### src/rtl/core/u8d_pkg.sv
// ----------------------------------------------------------------------------
// UTF-8 stream decoder package
// Shared widths, byte patterns and the result record of the decoder.
// ----------------------------------------------------------------------------
package u8d_pkg;

	localparam int unsigned ByteW = 8;
	localparam int unsigned CpW   = 21;
	localparam int unsigned PendW = 2;

	localparam int unsigned OqDepth = 4;
	localparam int unsigned OqAw    = $clog2(OqDepth);
	localparam int unsigned OqCntW  = $clog2(OqDepth + 1);

	localparam logic [1:0] ContTag  = 2'b10;
	localparam logic [2:0] Lead2Tag = 3'b110;
	localparam logic [3:0] Lead3Tag = 4'b1110;
	localparam logic [4:0] Lead4Tag = 5'b11110;

	typedef struct packed {
		logic [CpW-1:0] code_point;
		logic           error;
		logic           last;
	} u8d_result_t;

endpackage

### src/rtl/core/utf8_stream_decoder.sv
// ----------------------------------------------------------------------------
// UTF-8 stream decoder
// Turns a byte stream into code points, flagging malformed sequences.
// ----------------------------------------------------------------------------
// One byte is taken per request and the decoder sustains one byte per clock
// cycle while the queue has room. A byte is held in the input register and
// is decoded into zero, one or two results that enter a four-entry output
// queue, from which the first result is presented once it is written. A byte
// moves on only while the queue has room for two results, so a stalled consumer
// throttles the input, and the queue depth alone sets how much slack there is.
module utf8_stream_decoder
	import u8d_pkg::*;
(
	input  logic             clk,
	input  logic             arst_n,
	input  logic             in_valid,
	output logic             in_ready,
	input  logic [ByteW-1:0] in_byte,
	output logic             out_valid,
	input  logic             out_ready,
	output logic [CpW-1:0]   code_point,
	output logic             error,
	output logic             last
);

	logic [ByteW-1:0] byte_s1;
	logic             valid_s1;
	logic [PendW-1:0] pending_q;
	logic [CpW-1:0]   partial_q;

	u8d_result_t      oq_q [OqDepth];
	logic [OqAw-1:0]  wr_ptr_q;
	logic [OqAw-1:0]  rd_ptr_q;
	logic [OqCntW-1:0] count_q;

	logic             advance;
	logic             pop;
	logic [1:0]       n_res;
	u8d_result_t      res0;
	u8d_result_t      res1;
	logic [PendW-1:0] pending_d;
	logic [CpW-1:0]   partial_d;
	logic [CpW-1:0]   acc;

	assign advance  = valid_s1 && (count_q <= OqCntW'(OqDepth - 2));
	assign in_ready = !valid_s1 || advance;
	assign pop      = out_valid && out_ready;

	assign acc = {partial_q[CpW-7:0], byte_s1[5:0]};

	always_comb begin
		n_res     = 2'd0;
		res0      = '{code_point: '0, error: 1'b1, last: 1'b1};
		res1      = '{code_point: '0, error: 1'b0, last: 1'b1};
		pending_d = pending_q;
		partial_d = partial_q;
		if (pending_q == '0) begin
			if (!byte_s1[7]) begin
				n_res = 2'd1;
				res0  = '{code_point: CpW'(byte_s1), error: 1'b0, last: 1'b1};
			end else if (byte_s1[7:5] == Lead2Tag) begin
				partial_d = CpW'(byte_s1[4:0]);
				pending_d = PendW'(1);
			end else if (byte_s1[7:4] == Lead3Tag) begin
				partial_d = CpW'(byte_s1[3:0]);
				pending_d = PendW'(2);
			end else if (byte_s1[7:3] == Lead4Tag) begin
				partial_d = CpW'(byte_s1[2:0]);
				pending_d = PendW'(3);
			end else begin
				n_res = 2'd1;
			end
		end else if (byte_s1[7:6] == ContTag) begin
			pending_d = pending_q - PendW'(1);
			if (pending_q == PendW'(1)) begin
				partial_d = '0;
				n_res     = 2'd1;
				res0      = '{code_point: acc, error: 1'b0, last: 1'b1};
			end else begin
				partial_d = acc;
			end
		end else begin
			pending_d = '0;
			partial_d = '0;
			if (byte_s1 == '0) begin
				n_res     = 2'd2;
				res0.last = 1'b0;
			end else begin
				n_res = 2'd1;
			end
		end
	end

	always_ff @(posedge clk or negedge arst_n) begin
		if (!arst_n) begin
			valid_s1  <= 1'b0;
			pending_q <= '0;
			partial_q <= '0;
			wr_ptr_q  <= '0;
			rd_ptr_q  <= '0;
			count_q   <= '0;
		end else begin
			if (in_ready) begin
				valid_s1 <= in_valid;
			end
			if (advance) begin
				pending_q <= pending_d;
				partial_q <= partial_d;
				wr_ptr_q  <= wr_ptr_q + OqAw'(n_res);
			end
			if (pop) begin
				rd_ptr_q <= rd_ptr_q + OqAw'(1);
			end
			count_q <= count_q + (advance ? OqCntW'(n_res) : '0) - OqCntW'(pop);
		end
	end

	always_ff @(posedge clk) begin
		if (in_valid && in_ready) begin
			byte_s1 <= in_byte;
		end
		if (advance && n_res != 2'd0) begin
			oq_q[wr_ptr_q] <= res0;
		end
		if (advance && n_res == 2'd2) begin
			oq_q[wr_ptr_q + OqAw'(1)] <= res1;
		end
	end

	assign out_valid  = (count_q != '0);
	assign code_point = oq_q[rd_ptr_q].code_point;
	assign error      = oq_q[rd_ptr_q].error;
	assign last       = oq_q[rd_ptr_q].last;

	a_oq_bound: assert property (@(posedge clk) disable iff (!arst_n)
		count_q <= OqCntW'(OqDepth))
		else $error("Output queue count exceeds its depth.");

	a_err_zero: assert property (@(posedge clk) disable iff (!arst_n)
		out_valid && error |-> code_point == '0)
		else $error("An error result carries a nonzero code point.");

	a_not_last_err: assert property (@(posedge clk) disable iff (!arst_n)
		out_valid && !last |-> error)
		else $error("A result that is not last is not an error.");

	a_pair_follows: assert property (@(posedge clk) disable iff (!arst_n)
		out_valid && out_ready && !last |=> out_valid && !error && last)
		else $error("The zero result after a broken sequence is missing.");

endmodule
### config.mk
export PLATFORM = sky130hd
export DESIGN_NAME = utf8_stream_decoder
export DESIGN_NICKNAME = d
export VERILOG_FILES = /design/src/rtl/core/u8d_pkg.sv /design/src/rtl/core/utf8_stream_decoder.sv
export SDC_FILE = /design/constraint.sdc
export NUM_CORES = 1
export LEC_CHECK = 0
export ABC_AREA = 1
export BUFFER_PORTS_ARGS = -buffer_cell sky130_fd_sc_hd__buf_2
export CELL_PAD_IN_SITES_DETAIL_PLACEMENT = 2
export CELL_PAD_IN_SITES_GLOBAL_PLACEMENT = 2
export CORE_ASPECT_RATIO = 1.4
export CORE_MARGIN = 1.5
export CORE_UTILIZATION = 31
export CTS_BUF_LIST = sky130_fd_sc_hd__clkbuf_8
export DETAILED_ROUTE_END_ITERATION = 10
export PLACE_DENSITY = 0.79
export SYNTH_ARGS = -nofsm -noshare
export SYNTH_HDL_FRONTEND = slang
export SYNTH_SLANG_ARGS = --single-unit
### constraint.sdc
create_clock -name clk -period 3.51 [get_ports clk]
set_input_delay 0.351 -clock clk [delete_from_list [all_inputs] [get_ports clk]]
set_output_delay 0.351 -clock clk [all_outputs]
set_load 0.1 [all_outputs]
==> flow_summary.ini <==
[status]
outcome = finished clean

[global_route]
grt_pass1_vias = 6645
grt_max_degree = 40
grt_usage = 0.217
antenna_found_initial = 1
grt_pass1_wl_um = 34600
gr-total-overflow = 0

[route]
drc = 0
routed_via_density = 4.96
first_pass_iters = 5
post_drt_wl_per_cell_um = 17.3
vias = 6239
ant_nets = 0
totalWireLength_um = 21800
drt_iter0_drc = 252

[floorplan]
rows = 61
die_w_um = 124
design.core.area_mm2 = 0.0200
num_io_pins = 37
start_util = 0.318
die_y_um = 172
dieArea_mm2 = 0.0214

[clocking]
numCtsBuffers = 17
clkTransAtPathRegs_ns = 0.08
cts_max_level = 4
cts.sinks = 125
root_buffer = clkbuf_8
cts_max_path_buffers = 2
cts_setup_buffers = 0
tritoncts = built
worstSkewPairLatency_ns = 0.46

[setup_path]
end_kind = primary output
critical_path_class = register to primary output
worstPathCellList = clkinv_1 -> buf_12 -> o21ai_0 -> a21oi_1 -> a21oi_1 -> buf_2
slowest_delay_ns = 0.48
cpMostUsedCell = a21oi_1
critical_path.slowest_cell = buf_2
critPathLaunchType = register
reg2reg_from = pending_q[0]
worstRegToRegCells = 14
required_ns = 3.16
rr_endpoint = count_q[2]
path_buf_inv = 3
cp_top_family = buffers and inverters
critPathArrivalTime_ns = 2.58
worstPathMaxFanout = 33
r2r_slack_ns = 0.63

[yosys]
syn_area_mm2 = 0.00635
yosysMostFrequentCell = nand2_1
synth_top_area_share = 0.290
yosys.area.top_type = dfxtp_1
synth_fa_ha_area_frac = 0.0150
ys.flop_type = dfxtp_1
synth-compound-area-share = 0.0959
yosys-top-cells-count = nand2_1 (258), inv_1 (173), nor2_1 (144), dfxtp_1 (92), a21oi_1 (71)
avgSynthCellArea_um2 = 6.55
syn_nets = 989
postSynth.asyncResetShare = 0.200
synth-xor-area-share = 0.00551
synth_top_family_by_area = simple AND/OR/NAND/NOR gates
ys_seq_area_frac = 0.426
synthCells = 970
synth-seq-cells = 125
synth_area_leaders = dfxtp_1 (29%), nand2_1 (15%), inv_1 (10%)
synth.distinct_cells = 29
synth-edff-count = 8
synth_warnings = 0
muxShareOfSynthArea = 0
synth-simple-area-share = 0.315

[finish]
final_core_util = 0.359
fill_cells = 2494
fin_nets = 1012
final_layout_size_suffix_gt1_frac = 0.0955
syn_to_final_growth_pct = 13.1
num_antenna_cells = 0

[timing]
min_period_ns = 2.93
fmax_ghz = 0.341
tightestPinTransition_ns = 0.845
max_slew_margin = 0.433
slew_viol_final = 0
finalCritPeriodShare = 0.834
hold_violations = 0
fin_tns_setup_ns = 0
setup_slack_ns = 0.582
rsz0062_at_grt = false
skew_ns = 0.0115
setup_viol = 0

[min_path]
holdPathStages = 1
hold_path.class = input port to register
hold_end = byte_s1[0]
min_from = in_byte[0]

[flow_run]
cap_violations = 0

[place]
place_congestion = 0.762
post-dp-hpwl_um = 14200
place_worst_setup_slack_ns = 0.627
portBuffers = 36
[final cells by class]
cell class | count | area [µm²] | area share
clock buffers | 22 | 303 | 0.0421
clock inverters | 9 | 92.6 | 0.0129
inverters | 182 | 683 | 0.0950
multi-input cells | 611 | 2740 | 0.381
flip-flops and latches | 125 | 2710 | 0.377
well taps | 252 | 315 | 0.0439
repair buffers | 56 | 345 | 0.0480
[layer usage]
metal  vias to the layer above  part of all wire  track usage  wire length (µm)
li1                       3017                 -            -                 -
met1                      3086              0.43        0.254              9400
met2                        98              0.52        0.391             11300
met3                        36             0.027       0.0383               580
met4                         2             0.024       0.0810               527
met5                         -           0.00060            0                13
[state kept, by name (all words and copies together), names as in the netlist]
| register | flops |
|---|---|
| oq_q | 92 |
| count_q | 3 |
| wr_ptr_q | 2 |
| valid_s1 | 1 |
| partial_q | 15 |
| byte_s1 | 8 |
| pending_q | 2 |
| rd_ptr_q | 2 |
[cells in the final DEF, fill, tap and decap left out, types with 8 or more instances in the layout]
master	n
nand2_1	258
dfxtp_1	92
dfrtp_1	25
buf_2	36
inv_1	175
clkbuf_8	22
a21oi_1	71
edfxtp_1	8
buf_4	18
nand4_1	55
nand3_1	19
o21ai_0	34
nor2_1	144
[how the worst max path moves through the flow]
| stage | from | endpoint | cells past startpoint |
|---|---|---|---|
| 3_3_place_gp | pending_q[0] | count_q[2] | 14 |
| 6_report | rd_ptr_q[1] | error | 6 |
| 5_1_grt | pending_q[0] | count_q[2] | 14 |
| 3_5_place_dp | pending_q[0] | count_q[2] | 14 |
| 2_1_floorplan | rd_ptr_q[0] | code_point[10] | 6 |
| 4_1_cts | rd_ptr_q[1] | error | 6 |
[kinds of logic (layout without fill, tap and decap cells)]
| kind of cell | Yosys count | in the layout |
|---|---|---|
| and+or+nand+nor | 484 | 484 |
| AOI/OAI and AO/OA | 116 | 116 |
| buffers and inverters | 234 | 269 |
| xor gates and xnor gates | 4 | 4 |
| DFF | 125 | 125 |
| adders and majority gates | 7 | 7 |
[timing repair]
item | CTS | global route
hold buffers | 1 | 0
resized for setup | 0 | 0
endpoints found under the hold margin | 25 | 0
[per-stage QoR]
stage	hold WS [ns]	instances	instance area [µm²]
5_1_grt	0.0364	1257	7190
6_report	0.0643	1257	7190
2_1_floorplan	0.0554	970	6350
3_5_place_dp	0.395	1225	6780
4_1_cts	0.0404	1257	7190
3_3_place_gp	0.399	1225	6780
Power is left out: the tool's default activity adds up to more than one toggle a clock period on the data nets, which glitch-free logic cannot reach.
